[src/assert_macros.svh]
// Concurrent assertion helpers shared by the RTL.
`ifndef ASSERT_MACROS_SVH
`define ASSERT_MACROS_SVH
`ifndef SYNTHESIS
`define SSR_ASSERT(label, clk, rst_n, prop) \
  label: assert property (@(posedge clk) disable iff (!rst_n) prop) \
    else $error("stream_substring_replace: assertion failed");
`define SSR_ASSERT_ALWAYS(label, clk, prop) \
  label: assert property (@(posedge clk) prop) \
    else $error("stream_substring_replace: assertion failed");
`else
`define SSR_ASSERT(label, clk, rst_n, prop)
`define SSR_ASSERT_ALWAYS(label, clk, prop)
`endif
`endif

[src/ssr_pkg.sv]
package ssr_pkg;

  localparam int MAX_PATTERN     = 8;
  localparam int MAX_REPLACEMENT = 8;
  localparam int CHAR_W          = 8;
  localparam int WORD_BYTES      = 8;
  localparam int WORD_W          = CHAR_W * WORD_BYTES;
  localparam int LEN_W           = 4;
  localparam int CNT_W           = 3;
  localparam int POS_W           = 4;
  localparam int CFG_IDX_W       = 4;

  // Register indexes on the configuration channel
  localparam logic [CFG_IDX_W-1:0] REG_PATTERN_BYTES      = CFG_IDX_W'(0);
  localparam logic [CFG_IDX_W-1:0] REG_PATTERN_LENGTH     = CFG_IDX_W'(1);
  localparam logic [CFG_IDX_W-1:0] REG_REPLACEMENT_BYTES  = CFG_IDX_W'(2);
  localparam logic [CFG_IDX_W-1:0] REG_REPLACEMENT_LENGTH = CFG_IDX_W'(3);

  // What sits between the fallback bytes and the flushed prefix
  typedef enum logic [1:0] {
    SEG_NONE,
    SEG_CHAR,
    SEG_REPL
  } mid_kind_t;

  typedef struct packed {
    logic [WORD_W-1:0] pattern;
    logic [WORD_W-1:0] repl;
    logic [LEN_W-1:0]  plen;
    logic [LEN_W-1:0]  rlen;
  } ssr_cfg_t;

  // Result sequence of one input item: pattern[0..b1), middle [b1..b2), pattern[0..total-b2)
  typedef struct packed {
    logic [POS_W-1:0]  b1;
    logic [POS_W-1:0]  b2;
    logic [POS_W-1:0]  total;
    mid_kind_t         kind;
    logic [CHAR_W-1:0] ch;
    logic              last;
    logic              empty;
  } plan_t;

  function automatic logic [CHAR_W-1:0] byte_of(logic [WORD_W-1:0] w, logic [CNT_W-1:0] i);
    return w[CHAR_W*i +: CHAR_W];
  endfunction

  // Clamp to the limit, then stop at the first zero byte
  function automatic logic [LEN_W-1:0] eff_len(logic [WORD_W-1:0] w, logic [LEN_W-1:0] len,
                                               int limit);
    logic [LEN_W-1:0] n;
    logic [LEN_W-1:0] r;
    logic             hit;
    n   = (len > LEN_W'(limit)) ? LEN_W'(limit) : len;
    r   = n;
    hit = 1'b0;
    for (int i = 0; i < WORD_BYTES; i++) begin
      if (!hit && (LEN_W'(i) < n) && (w[CHAR_W*i +: CHAR_W] == '0)) begin
        r   = LEN_W'(i);
        hit = 1'b1;
      end
    end
    return r;
  endfunction

endpackage

[src/ssr_in_if.sv]
interface ssr_in_if;
  logic                        valid;
  logic                        ready;
  logic [ssr_pkg::CHAR_W-1:0]  in_char;
  logic                        in_end;

  modport source (output valid, output in_char, output in_end, input ready);
  modport sink   (input valid, input in_char, input in_end, output ready);
endinterface

[src/ssr_out_if.sv]
interface ssr_out_if;
  logic                        valid;
  logic                        ready;
  logic [ssr_pkg::CHAR_W-1:0]  out_char;
  logic                        out_valid;
  logic                        out_end;

  modport source (output valid, output out_char, output out_valid, output out_end,
                  input ready);
  modport sink   (input valid, input out_char, input out_valid, input out_end,
                  output ready);
endinterface

[src/ssr_cfg_if.sv]
interface ssr_cfg_if;
  logic                          valid;
  logic                          ready;
  logic [ssr_pkg::CFG_IDX_W-1:0] index;
  logic [ssr_pkg::WORD_W-1:0]    data;

  modport source (output valid, output index, output data, input ready);
  modport sink   (input valid, input index, input data, output ready);
endinterface

[src/ssr_cfg_regs.sv]
module ssr_cfg_regs (
  input  logic              clk,
  input  logic              rst_n,
  ssr_cfg_if.sink           cfg_chan,
  output ssr_pkg::ssr_cfg_t cfg
);

  logic [ssr_pkg::WORD_W-1:0] pattern_r;
  logic [ssr_pkg::LEN_W-1:0]  plen_r;
  logic [ssr_pkg::WORD_W-1:0] repl_r;
  logic [ssr_pkg::LEN_W-1:0]  rlen_r;

  assign cfg_chan.ready = 1'b1;

  always_ff @(posedge clk) begin
    if (!rst_n) begin
      pattern_r <= '0;
      plen_r    <= '0;
      repl_r    <= '0;
      rlen_r    <= '0;
    end else if (cfg_chan.valid) begin
      unique case (cfg_chan.index)
        ssr_pkg::REG_PATTERN_BYTES:      pattern_r <= cfg_chan.data;
        ssr_pkg::REG_PATTERN_LENGTH:     plen_r    <= cfg_chan.data[ssr_pkg::LEN_W-1:0];
        ssr_pkg::REG_REPLACEMENT_BYTES:  repl_r    <= cfg_chan.data;
        ssr_pkg::REG_REPLACEMENT_LENGTH: rlen_r    <= cfg_chan.data[ssr_pkg::LEN_W-1:0];
        default: ;
      endcase
    end
  end

  assign cfg.pattern = pattern_r;
  assign cfg.repl    = repl_r;
  assign cfg.plen    = ssr_pkg::eff_len(pattern_r, plen_r, ssr_pkg::MAX_PATTERN);
  assign cfg.rlen    = ssr_pkg::eff_len(repl_r, rlen_r, ssr_pkg::MAX_REPLACEMENT);

endmodule

[src/ssr_planner.sv]
`include "assert_macros.svh"

module ssr_planner (
  input  logic              clk,
  input  logic              rst_n,
  input  ssr_pkg::ssr_cfg_t cfg,
  ssr_in_if.sink            in_chan,
  output ssr_pkg::plan_t    plan,
  output logic              plan_valid,
  input  logic              plan_ready
);

  localparam int NP = ssr_pkg::MAX_PATTERN;

  logic                        in_v_r;
  logic [ssr_pkg::CHAR_W-1:0]  char_r;
  logic                        last_r;
  logic [ssr_pkg::CNT_W-1:0]   cnt_r;

  logic [ssr_pkg::CHAR_W-1:0]  pb [NP];
  logic [NP-1:0]               bmat [NP];
  logic [NP-1:0]               cand;
  logic [ssr_pkg::CNT_W-1:0]   m0;
  logic [ssr_pkg::CNT_W-1:0]   kp;
  logic                        found;
  logic [ssr_pkg::LEN_W-1:0]   n;
  logic [ssr_pkg::CNT_W-1:0]   d;
  logic [ssr_pkg::CNT_W-1:0]   m_after;
  logic [ssr_pkg::POS_W-1:0]   x;
  logic [ssr_pkg::POS_W-1:0]   f;
  logic [ssr_pkg::POS_W-1:0]   total;
  ssr_pkg::mid_kind_t          kind;
  logic                        consume;
  logic                        accept;

  // Border table: bmat[m][k] when pattern prefix k is a proper border of prefix m
  always_comb begin
    for (int i = 0; i < NP; i++) pb[i] = cfg.pattern[ssr_pkg::CHAR_W*i +: ssr_pkg::CHAR_W];
    for (int m = 0; m < NP; m++) begin
      for (int k = 0; k < NP; k++) begin
        bmat[m][k] = (k < m);
        for (int i = 0; i < NP; i++) begin
          if ((i < k) && (k < m) && (pb[i] != pb[ssr_pkg::CNT_W'(m-k+i)])) bmat[m][k] = 1'b0;
        end
      end
    end
  end

  always_comb begin
    m0 = (ssr_pkg::LEN_W'(cnt_r) >= cfg.plen) ? '0 : cnt_r;
    // Fallback candidates: the held prefix itself and each of its borders
    for (int k = 0; k < NP; k++) begin
      cand[k] = ((ssr_pkg::CNT_W'(k) == m0) ||
                 ((ssr_pkg::CNT_W'(k) < m0) && bmat[m0][k])) && (pb[k] == char_r);
    end
    found = 1'b0;
    kp    = '0;
    for (int k = 0; k < NP; k++) begin
      if (cand[k]) begin
        found = 1'b1;
        kp    = ssr_pkg::CNT_W'(k);
      end
    end
    n = ssr_pkg::LEN_W'(kp) + ssr_pkg::LEN_W'(1);

    if (cfg.plen == '0) begin
      d       = '0;
      kind    = ssr_pkg::SEG_CHAR;
      m_after = '0;
    end else if (found) begin
      d = m0 - kp;
      if (n >= cfg.plen) begin
        kind    = ssr_pkg::SEG_REPL;
        m_after = '0;
      end else begin
        kind    = ssr_pkg::SEG_NONE;
        m_after = n[ssr_pkg::CNT_W-1:0];
      end
    end else begin
      d       = m0;
      kind    = ssr_pkg::SEG_CHAR;
      m_after = '0;
    end

    unique case (kind)
      ssr_pkg::SEG_REPL: x = cfg.rlen;
      ssr_pkg::SEG_CHAR: x = ssr_pkg::POS_W'(1);
      default:           x = '0;
    endcase
    f = last_r ? ssr_pkg::POS_W'(m_after) : '0;

    plan.b1    = ssr_pkg::POS_W'(d);
    plan.b2    = plan.b1 + x;
    total      = plan.b2 + f;
    plan.kind  = kind;
    plan.ch    = char_r;
    plan.last  = last_r;
    // An end with nothing to say still sends one empty marker
    plan.empty = last_r && (total == '0);
    plan.total = plan.empty ? ssr_pkg::POS_W'(1) : total;
  end

  assign plan_valid    = in_v_r && (plan.total != '0);
  assign consume       = in_v_r && (plan_ready || (plan.total == '0));
  assign in_chan.ready = !in_v_r || consume;
  assign accept        = in_chan.valid && in_chan.ready;

  always_ff @(posedge clk) begin
    if (!rst_n) begin
      in_v_r <= 1'b0;
      cnt_r  <= '0;
    end else begin
      if (accept) begin
        in_v_r <= 1'b1;
      end else if (consume) begin
        in_v_r <= 1'b0;
      end
      if (consume) begin
        cnt_r <= last_r ? '0 : m_after;
      end
    end
  end

  always_ff @(posedge clk) begin
    if (accept) begin
      char_r <= in_chan.in_char;
      last_r <= in_chan.in_end;
    end
  end

  `SSR_ASSERT(a_flush_clears_count, clk, rst_n, consume && last_r |=> cnt_r == '0)
  `SSR_ASSERT(a_count_below_len, clk, rst_n, consume && cfg.plen != '0 |=> cnt_r < $past(cfg.plen))

endmodule

[src/ssr_emitter.sv]
`include "assert_macros.svh"

module ssr_emitter (
  input  logic              clk,
  input  logic              rst_n,
  input  ssr_pkg::ssr_cfg_t cfg,
  input  ssr_pkg::plan_t    plan,
  input  logic              plan_valid,
  output logic              plan_ready,
  ssr_out_if.source         out_chan
);

  logic                        plan_v_r;
  ssr_pkg::plan_t              plan_r;
  logic [ssr_pkg::POS_W-1:0]   pos_r;
  logic                        out_v_r;
  logic [ssr_pkg::CHAR_W-1:0]  och_r;
  logic                        ovalid_r;
  logic                        oend_r;

  logic [ssr_pkg::POS_W-1:0]   q;
  logic [ssr_pkg::POS_W-1:0]   r;
  logic [ssr_pkg::CHAR_W-1:0]  cur;
  logic                        adv;
  logic                        at_last;

  always_comb begin
    q = pos_r - plan_r.b1;
    r = pos_r - plan_r.b2;
    priority if (plan_r.empty) begin
      cur = '0;
    end else if (pos_r < plan_r.b1) begin
      cur = ssr_pkg::byte_of(cfg.pattern, pos_r[ssr_pkg::CNT_W-1:0]);
    end else if (pos_r < plan_r.b2) begin
      unique case (plan_r.kind)
        ssr_pkg::SEG_REPL: cur = ssr_pkg::byte_of(cfg.repl, q[ssr_pkg::CNT_W-1:0]);
        default:           cur = plan_r.ch;
      endcase
    end else begin
      cur = ssr_pkg::byte_of(cfg.pattern, r[ssr_pkg::CNT_W-1:0]);
    end
  end

  assign adv        = plan_v_r && (!out_v_r || out_chan.ready);
  assign at_last    = (pos_r == plan_r.total - ssr_pkg::POS_W'(1));
  assign plan_ready = !plan_v_r || (adv && at_last);

  always_ff @(posedge clk) begin
    if (!rst_n) begin
      plan_v_r <= 1'b0;
      out_v_r  <= 1'b0;
    end else begin
      if (plan_valid && plan_ready) begin
        plan_v_r <= 1'b1;
      end else if (adv && at_last) begin
        plan_v_r <= 1'b0;
      end
      if (adv) begin
        out_v_r <= 1'b1;
      end else if (out_chan.ready) begin
        out_v_r <= 1'b0;
      end
    end
  end

  always_ff @(posedge clk) begin
    if (plan_valid && plan_ready) begin
      plan_r <= plan;
      pos_r  <= '0;
    end else if (adv) begin
      pos_r <= pos_r + ssr_pkg::POS_W'(1);
    end
    if (adv) begin
      och_r    <= cur;
      ovalid_r <= !plan_r.empty;
      oend_r   <= plan_r.last && at_last;
    end
  end

  assign out_chan.valid     = out_v_r;
  assign out_chan.out_char  = och_r;
  assign out_chan.out_valid = ovalid_r;
  assign out_chan.out_end   = oend_r;

  `SSR_ASSERT(a_pos_in_range, clk, rst_n, plan_v_r |-> pos_r < plan_r.total)
  `SSR_ASSERT(a_marker_alone, clk, rst_n, plan_v_r && plan_r.empty |-> plan_r.total == 1 && pos_r == '0)
  `SSR_ASSERT_ALWAYS(a_reset_idle, clk, !rst_n |=> !out_v_r && !plan_v_r)

endmodule

[src/stream_substring_replace.sv]
// Streaming find-and-replace over a byte string.
// in_chan carries one source byte per transaction (in_char, with in_end on the final
// byte); out_chan carries the rewritten string, one result per transaction (out_char,
// out_valid, out_end). cfg_chan writes the pattern, its length, the replacement and
// its length by register index; write only while the block is idle.
// Every leftmost, non-overlapping pattern occurrence is replaced. On a mismatch the
// block falls back to the longest usable border of the held prefix and releases the
// bytes that can no longer match; at end of string the held prefix is flushed.
// The first result of an item passes the input, plan and output registers.
// Throughput: one result per cycle while the receiver is ready, set by the single
// output register; an item yielding one result is taken every cycle, one yielding
// more holds the input side until its last is sent (up to 15 results per item).
// A string ending with no bytes to send yields one empty end marker (out_valid 0).
// Reset clears the configuration to zero (pass-through) and the match count.
// When the receiver stalls, the output register holds its transaction and the
// input register fills, after which in_chan.ready drops.
module stream_substring_replace (
  input  logic       clk,
  input  logic       rst_n,
  ssr_cfg_if.sink    cfg_chan,
  ssr_in_if.sink     in_chan,
  ssr_out_if.source  out_chan
);

  ssr_pkg::ssr_cfg_t cfg;
  ssr_pkg::plan_t    plan;
  logic              plan_valid;
  logic              plan_ready;

  // Configuration registers and effective lengths
  ssr_cfg_regs u_cfg (
    .clk      (clk),
    .rst_n    (rst_n),
    .cfg_chan (cfg_chan),
    .cfg      (cfg)
  );

  // Input register, match count and per-item result plan
  ssr_planner u_plan (
    .clk        (clk),
    .rst_n      (rst_n),
    .cfg        (cfg),
    .in_chan    (in_chan),
    .plan       (plan),
    .plan_valid (plan_valid),
    .plan_ready (plan_ready)
  );

  // Walk the plan one result per cycle, while the receiver is ready, into the output register
  ssr_emitter u_emit (
    .clk        (clk),
    .rst_n      (rst_n),
    .cfg        (cfg),
    .plan       (plan),
    .plan_valid (plan_valid),
    .plan_ready (plan_ready),
    .out_chan   (out_chan)
  );

endmodule
[src/flat_wrapper.sv]
// flat-port wrapper written by rule: the top's interface ports become plain ports
module stream_substring_replace_flat 
  (clk, rst_n, cfg_chan_valid, cfg_chan_index, cfg_chan_data, cfg_chan_ready, in_chan_valid, in_chan_in_char, in_chan_in_end, in_chan_ready, out_chan_valid, out_chan_out_char, out_chan_out_valid, out_chan_out_end, out_chan_ready);
  ssr_cfg_if cfg_chan_i ();
  ssr_in_if in_chan_i ();
  ssr_out_if out_chan_i ();
  input  logic clk;
  input  logic rst_n;
  input wire logic [$bits(cfg_chan_i.valid)-1:0] cfg_chan_valid;
  input wire logic [$bits(cfg_chan_i.index)-1:0] cfg_chan_index;
  input wire logic [$bits(cfg_chan_i.data)-1:0] cfg_chan_data;
  output wire logic [$bits(cfg_chan_i.ready)-1:0] cfg_chan_ready;
  input wire logic [$bits(in_chan_i.valid)-1:0] in_chan_valid;
  input wire logic [$bits(in_chan_i.in_char)-1:0] in_chan_in_char;
  input wire logic [$bits(in_chan_i.in_end)-1:0] in_chan_in_end;
  output wire logic [$bits(in_chan_i.ready)-1:0] in_chan_ready;
  output wire logic [$bits(out_chan_i.valid)-1:0] out_chan_valid;
  output wire logic [$bits(out_chan_i.out_char)-1:0] out_chan_out_char;
  output wire logic [$bits(out_chan_i.out_valid)-1:0] out_chan_out_valid;
  output wire logic [$bits(out_chan_i.out_end)-1:0] out_chan_out_end;
  input wire logic [$bits(out_chan_i.ready)-1:0] out_chan_ready;
  assign cfg_chan_i.valid = cfg_chan_valid;
  assign cfg_chan_i.index = cfg_chan_index;
  assign cfg_chan_i.data = cfg_chan_data;
  assign cfg_chan_ready = cfg_chan_i.ready;
  assign in_chan_i.valid = in_chan_valid;
  assign in_chan_i.in_char = in_chan_in_char;
  assign in_chan_i.in_end = in_chan_in_end;
  assign in_chan_ready = in_chan_i.ready;
  assign out_chan_valid = out_chan_i.valid;
  assign out_chan_out_char = out_chan_i.out_char;
  assign out_chan_out_valid = out_chan_i.out_valid;
  assign out_chan_out_end = out_chan_i.out_end;
  assign out_chan_i.ready = out_chan_ready;
  stream_substring_replace u_core (.clk(clk), .rst_n(rst_n), .cfg_chan(cfg_chan_i), .in_chan(in_chan_i), .out_chan(out_chan_i));
endmodule
[config.mk]
export PLATFORM = sky130hd
export DESIGN_NAME = stream_substring_replace_flat
export DESIGN_NICKNAME = d
export VERILOG_FILES = /design/src/ssr_pkg.sv /design/src/ssr_in_if.sv /design/src/ssr_out_if.sv /design/src/ssr_cfg_if.sv /design/src/ssr_cfg_regs.sv /design/src/ssr_planner.sv /design/src/ssr_emitter.sv /design/src/stream_substring_replace.sv /design/src/flat_wrapper.sv
export VERILOG_INCLUDE_DIRS = /design/src /design/src/src
export SDC_FILE = /design/constraint.sdc
export NUM_CORES = 1
export LEC_CHECK = 0
export BUFFER_PORTS_ARGS = -buffer_cell sky130_fd_sc_hd__buf_2
export CAP_MARGIN = 20
export CORE_ASPECT_RATIO = 2
export CORE_MARGIN = 2
export CORE_UTILIZATION = 28
export DETAILED_ROUTE_END_ITERATION = 8
export MAX_ROUTING_LAYER = met4
export PLACE_DENSITY_LB_ADDON = 0.1
export SETUP_SLACK_MARGIN = 0.2
export SLEW_MARGIN = 20
export SYNTH_ARGS = -nofsm -noshare
export SYNTH_HDL_FRONTEND = slang
export SYNTH_SLANG_ARGS = --single-unit
[constraint.sdc]
create_clock -name clk -period 10.8 [get_ports clk]
set_input_delay 2.16 -clock clk [delete_from_list [all_inputs] [get_ports clk]]
set_output_delay 2.16 -clock clk [all_outputs]
set_load 0.01 [all_outputs]
==> results of run 1 <==
==> placed cells by master (no fill, tap or decap), drive strengths merged, types with 3 or more instances in the layout <==
master / synthesis / final
inv: 27 / 34
a21oi: 35 / 35
a211oi: 12 / 12
clkbuf: 87 / 19
o211ai: 4 / 4
a21o: 6 / 6
a31oi: 4 / 4
edfxtp: 42 / 42
nor4: 41 / 41
mux2i: 36 / 36
and4: 5 / 5
ha: 21 / 21
or2: 3 / 3
o21a: 7 / 7
nor2: 59 / 59
nand2: 291 / 291
or4: 11 / 11
buf: 22 / 124
mux4: 48 / 48
bufinv: 0 / 4
fa: 5 / 5
dfxtp: 146 / 146
or3: 3 / 3
nand4: 21 / 21
nand3b: 4 / 4
nor2b: 16 / 16
nand3: 9 / 9
and2: 6 / 6
a21boi: 131 / 131
a22oi: 4 / 4
xor2: 64 / 64
xnor2: 66 / 66
o21ai: 15 / 15
nor3: 11 / 11
and3: 3 / 3
nand2b: 6 / 6
==> cells by family after synthesis <==
| family | share of synthesized area |
|---|---|
| DFF | 0.359 |
| other | 0.000322 |
| muxes | 0.124 |
| buffers and inverters | 0.0447 |
| and+or+nand+nor | 0.193 |
| adders and majority gates | 0.0311 |
| AOI/OAI and AO/OA | 0.149 |
| xor gates and xnor gates | 0.0984 |
==> worst min-delay path, cell delays in order (launching register included) <==
cell	delay [ps]
dfxtp_1	310
inv_1	60
a21boi_0	70
==> routing by layer <==
| metal | vias up | GRT usage |
|---|---|---|
| met4 | 0 | 0.140 |
| met2 | 250 | 0.428 |
| met3 | 104 | 0.0290 |
| li1 | 4576 | - |
| met5 | - | - |
| met1 | 4835 | 0.216 |
==> cells in the mapped netlist (all sizes together) (6+ instances only) <==
cell / count
a211oi: 12
a21boi: 131
a21o: 6
a21oi: 35
and2: 6
buf: 22
clkbuf: 87
dfxtp: 146
edfxtp: 42
ha: 21
inv: 27
mux2i: 36
mux4: 48
nand2: 291
nand2b: 6
nand3: 9
nand4: 21
nor2: 59
nor2b: 16
nor3: 11
nor4: 41
o21a: 7
o21ai: 15
or4: 11
xnor2: 66
xor2: 64
==> stage by stage <==
stage	hold WS, ps	setup slack [ps]	area, sq um	cells	power, mW
2_1_floorplan	424	1120	11600	1294	1.08
3_3_place_gp	467	461	12600	1843	1.25
3_5_place_dp	472	338	12600	1843	1.24
4_1_cts	481	218	13300	1875	1.96
5_1_grt	509	97.6	13400	1876	2.01
6_report	479	604	13400	1876	1.94
==> registers in the layout, summed over array words and instances (netlist names), 3 cells and up <==
register,cells
u_core.u_cfg.repl_r,64
u_core.u_cfg.plen_r,4
u_core.u_plan.char_r,8
u_core.u_emit.pos_r,4
u_core.u_emit.plan_r,23
u_core.u_cfg.pattern_r,64
u_core.u_plan.cnt_r,3
u_core.u_cfg.rlen_r,4
u_core.u_emit.out_chan.out_char,8
==> report_power, final <==
group / leakage (nW) / internal, mW / switching [mW] / total (mW)
sequential: 1.57 / 0.740 / 0.0245 / 0.765
clock: 0.315 / 0.400 / 0.307 / 0.707
combinational: 2.96 / 0.185 / 0.279 / 0.464
total: 4.84 / 1.33 / 0.610 / 1.94
==> timing repair <==
action	CTS	global route
gates resized for setup	6	30
buffers inserted	0	1
hold endpoints to repair	0	0
endpoints found under the setup margin	1	1
pin swaps	0	2
==> worst max path at each step <==
stage                                    start             to  slack (ps)
floorplan            u_core.u_cfg.pattern_r[9]  in_chan_ready        1120
global placement     u_core.u_cfg.pattern_r[9]  in_chan_ready         460
detailed placement   u_core.u_cfg.pattern_r[9]  in_chan_ready         340
CTS                     u_core.u_cfg.plen_r[3]  in_chan_ready         220
global route        u_core.u_cfg.pattern_r[20]  in_chan_ready         100
finish              u_core.u_cfg.pattern_r[42]  in_chan_ready         600
==> final cells by class <==
class,count,area [sq um],area share
multi-input combinational,970,7120,0.530
sequential,188,4190,0.312
timing repair buffer,124,701,0.0522
tap,535,669,0.0499
clock buffer,19,443,0.0330
clock inverter,13,199,0.0148
inverter,27,101,0.00755
==> reports/metrics.cfg, run 1 <==
[drt]
postRouteAntennaNets=0
vias_per_cell=5.21
met2_length_microns=26700
wl_met3_microns=1310
via_count=9765
wl_microns=47700
drc=0
wl_met1_microns=16300
wl_per_cell_microns=25.4
top_layer=met4
dr.pass1.iters=4
drt_iter0_markers=535

[logic_synthesis]
syn_inst=1294
ys_seq_area_frac=0.359
synth_area_sq_mm=0.0116
syn_area_per_cell_sq_um=9.00
syn_nets=1402
ys_top_cells_by_area=dfxtp_1 25%, edfxtp_1 11%, nand2_1 9.4%
synth_flop_cell=dfxtp_1
synth_edf_count=42
ys_types=68
async_reset_ff_frac=0
ys_warn_count=0
netlist.area_leader.share=0.251
synth_top_area_cell=dfxtp_1
yosys_register_bits=188

[clock_tree]
htree_num_levels=4
clockRootBuffer=clkbuf_16
clkLatencyLatePin_ps=470
clkTransAtPathRegs_ps=70
clock-sinks=188
clock_path_buffers=2
cts_tree=yes
ctsHoldBuffers=0
cts_made_buffers=17

[worst_setup_path]
crit_required_ps=8640
cpPeakStageDelay_ps=590
arrival_ps=8040
cpMostUsedCell=ha_1
slowest_stage=or4_4
cp_max_fo=6
worstRegToRegCells=33
critical_path_class=reg2out
crit_family=compound AO/OA/AOI/OAI gates
rr_endpoint=u_core.u_emit.plan_r[6]
r2r_start=u_core.u_cfg.pattern_r[42]
rrSetupSlack_ps=2350
path_depth=34
path_buf_inv=3
cp-end-kind=primary output
startpoint_type=flop

[grt]
grt_use_total=0.228
grt_pass1_vias=9871
grt_max_degree=89
antenna_found_initial=1
grt_pass1_wl_microns=68600
grt-ovfl-total=0

[die]
die_w_microns=148
rows=105
boundaryPins=95
core_sq_mm=0.0410
start_util=0.284
die_y_microns=292
dieArea_sq_mm=0.0434

[min_path]
worstHoldStart=u_core.u_emit.plan_v_r
hold_end=u_core.u_emit.out_chan.valid
min_path_cells=2
worstHoldPathType=reg2reg

[final_layout]
area_growth_pct=15.2
fillers=4377
nets=1436
drive_above_1_share=0.189
utilization=0.327
num_antenna_cells=0

[sta]
rsz0062_at_grt=false
hold_viol_final=0
final.setup.tns_ps=0
fin_crit_ps=10200
worst_pin_slew_ps=1120
slew_headroom=0.246
finalMaxSlewViolations=0
max_freq_ghz=0.0981
worst_clock_skew_ps=12.7
setup_viol=0
fin_crit_sh=0.944

[power_and_ir_drop]
peakVddDrop_mv=0.117
p_per_area_mw_per_mm2=144
power.leakage_nw=4.84

[place]
port_buffers=93
gp_congestion=0.970
hpwlAfterDp_microns=38000

[run_status]
status=completed

[job]
maxCapViolCount=0

No activity file was read; power rests on OpenSTA's default activity.
==> run 2, diff against run 1 <==
--- a/config.mk
+++ b/config.mk
@@ -9,7 +9,7 @@
 export BUFFER_PORTS_ARGS = -buffer_cell sky130_fd_sc_hd__buf_2
 export CAP_MARGIN = 20
 export CORE_ASPECT_RATIO = 2
-export CORE_MARGIN = 2
+export CORE_MARGIN = 10
 export CORE_UTILIZATION = 28
 export DETAILED_ROUTE_END_ITERATION = 8
 export MAX_ROUTING_LAYER = met4
@@ -18,4 +18,5 @@
 export SLEW_MARGIN = 20
 export SYNTH_ARGS = -nofsm -noshare
 export SYNTH_HDL_FRONTEND = slang
+export SYNTH_HIERARCHICAL = 1
 export SYNTH_SLANG_ARGS = --single-unit
==> run 2 against run 1 <==
Against the previous run:
- utilization down 0.26 points
- count of clock-buffer cells in the layout unchanged
- setup slack better by 41 ps
- combinational power up 39%
- critical path depth down 1
- synthesized cell count up 4.6%
- wire length up 7.7%
- die area up 21%
- final cell count up 6.4%
- highest routed layer unchanged
==> reports/metrics.cfg, run 2 <==
[worst_setup_path]
cp_max_fo=6
rr_endpoint=u_core/u_emit/plan_r[9]
arrival_ps=8000
worstRegToRegCells=34
crit_family=compound AO/OA/AOI/OAI gates
r2r_start=u_core/u_cfg/pattern_r[54]
crit_required_ps=8640
critical_path_class=reg2out
cp-end-kind=primary output
startpoint_type=flop
cpMostUsedCell=a21o_1
path_buf_inv=7
cpPeakStageDelay_ps=540
rrSetupSlack_ps=2550
slowest_stage=fa_1

[sta]
finalMaxSlewViolations=0
layout_setup_ws_ps=645
hold_viol_final=0
worst_clock_skew_ps=17.0
worst_pin_slew_ps=1040
final.setup.tns_ps=0
fin_crit_ps=10160
max_freq_ghz=0.0985
slew_headroom=0.306
rsz0062_at_grt=false
setup_viol=0
fin_crit_sh=0.940

[min_path]
min_path_cells=2
worstHoldPathType=reg2reg
worstHoldStart=u_core/u_cfg/repl_r[24]
hold_end=u_core/u_cfg/repl_r[24]

[clock_tree]
clock-sinks=189
clkLatencyLatePin_ps=470
clkTransAtPathRegs_ps=80
clockRootBuffer=clkbuf_16
cts_made_buffers=17
cts_tree=yes
htree_num_levels=4
clock_path_buffers=2

[drt]
wl_per_cell_microns=25.7
postRouteAntennaNets=0
wl_microns=51300
drc=0
dr.pass1.iters=5
via_count=10600
drt_iter0_markers=746
vias_per_cell=5.32

[logic_synthesis]
ys_warn_count=6
syn_inst=1353
synth_area_sq_mm=0.0122
ys_types=83
synth_top_area_cell=dfxtp_1
synth_edf_count=43
ys_top_cells_by_area=dfxtp_1 24%, edfxtp_1 11%, nand2_1 9.0%
synth_flop_cell=dfxtp_1
synth_common_cells=292 x nand2_1, 146 x dfxtp_1, 75 x a21boi_1
netlist.area_leader.share=0.240
ys_seq_area_frac=0.347
yosys_register_bits=189
synth.most_common_cell=nand2_1
syn_area_per_cell_sq_um=8.99
async_reset_ff_frac=0
syn_nets=1463

[place]
port_buffers=93
gp_congestion=0.953
pre_cts_ws_ps=232
hpwlAfterDp_microns=40900

[grt]
grt_pass1_vias=11000
antenna_found_initial=0
grt_busiest_layer=met2
grt.met3_usage=0.0219
use_met2=0.371
globalRouteMet1Util=0.179
grt-ovfl-total=0
grt_use_total=0.196
grt_pass1_wl_microns=74000
grt_max_degree=113

[power_and_ir_drop]
p_per_area_mw_per_mm2=146
power.leakage_nw=5.33
peakVddDrop_mv=0.108

[final_layout]
drive_above_1_share=0.181
utilization=0.325
final_cell_mix=289 x nand2_1, 142 x dfxtp_1, 92 x buf_2
area_growth_pct=15.5
final_common_cell=nand2_1
nets=1544
num_antenna_cells=0
top_regs=u_core/u_cfg/pattern_r: 64 flops, u_core/u_cfg/repl_r: 64 flops, u_core/u_emit/plan_r: 24 flops

[die]
die_w_microns=167
core_sq_mm=0.0432
start_util=0.281
rows=108
die_y_microns=315
dieArea_sq_mm=0.0527
boundaryPins=95

[job]
maxCapViolCount=0

[run_status]
status=completed

run 2: worst max-delay path by stage:
stage | start | to | slack (ps) | cells past startpoint
after floorplan | u_core/u_cfg/plen_r[2] | in_chan_ready | 1570 | 30
after global placement | u_core/u_cfg/pattern_r[8] | in_chan_ready | 390 | 31
after detailed placement | u_core/u_cfg/pattern_r[8] | in_chan_ready | 230 | 31
after CTS | u_core/u_cfg/plen_r[3] | in_chan_ready | 220 | 31
after global routing | u_core/u_cfg/plen_r[3] | in_chan_ready | 200 | 31
final | u_core/u_cfg/pattern_r[54] | in_chan_ready | 640 | 33
run 2: through the flow:
| step | area (sq um) | hold slack, ps | total power, mW | cells |
|---|---|---|---|---|
| after floorplan | 12200 | 421 | 1.23 | 1353 |
| after global placement | 13300 | 457 | 1.42 | 1963 |
| after detailed placement | 13300 | 462 | 1.42 | 1963 |
| after CTS | 13900 | 471 | 2.06 | 1994 |
| after global routing | 14000 | 497 | 2.12 | 1996 |
| final | 14000 | 469 | 2.05 | 1996 |
run 2: cell families (layout without fill, tap and decap cells):
kind of cell | Yosys count | count (layout) | synth area share
compound gates | 279 | 279 | 0.178
simple gates | 518 | 518 | 0.203
xor+xnor | 129 | 129 | 0.0947
buf+inv | 116 | 209 | 0.0438
mux | 91 | 91 | 0.101
flops | 189 | 189 | 0.347
fa+ha+maj | 29 | 29 | 0.0327
other cells | 2 | 2 | 0.000618
run 2: timing repair:
item / in CTS / in global routing
pin swaps: 0 / 4
hold endpoints to repair: 0 / 0
resized for setup: 6 / 21
gates cloned: 0 / 0
setup endpoints to repair: 1 / 1
setup buffers: 0 / 2
hold buffers: 0 / 0
run 2: where the power goes:
part,leakage (nW),switching (mW),internal [mW]
Combinational,3.47,0.396,0.249
Sequential,1.58,0.0299,0.746
Clock,0.277,0.312,0.312
run 2: layout make-up:
class | instances | area, sq um
fillers | 4597 | 29200
multi-input cells | 1048 | 7580
flip-flops and latches | 189 | 4220
repair buffers | 149 | 888
well taps | 550 | 688
clock buffers | 19 | 453
inverters | 29 | 109
clock inverters | 12 | 106
run 2: per-layer routing:
layer | part of all wire | vias to the layer above
met5 | 0 | -
li1 | - | 5015
met3 | 0.026 | 122
met4 | 0.072 | 0
met1 | 0.34 | 5171
met2 | 0.56 | 319
run 2: worst register-to-register path, delay by kind of cell, from the launching register on:
family | cells | cell delay (ps)
AO/OA/AOI/OAI | 14 | 2830
AND/OR/NAND/NOR | 7 | 1860
adder cells (fa/ha/maj) | 5 | 1350
buffers and inverters | 5 | 710
XOR/XNOR | 3 | 670
flip-flops | 1 | 450
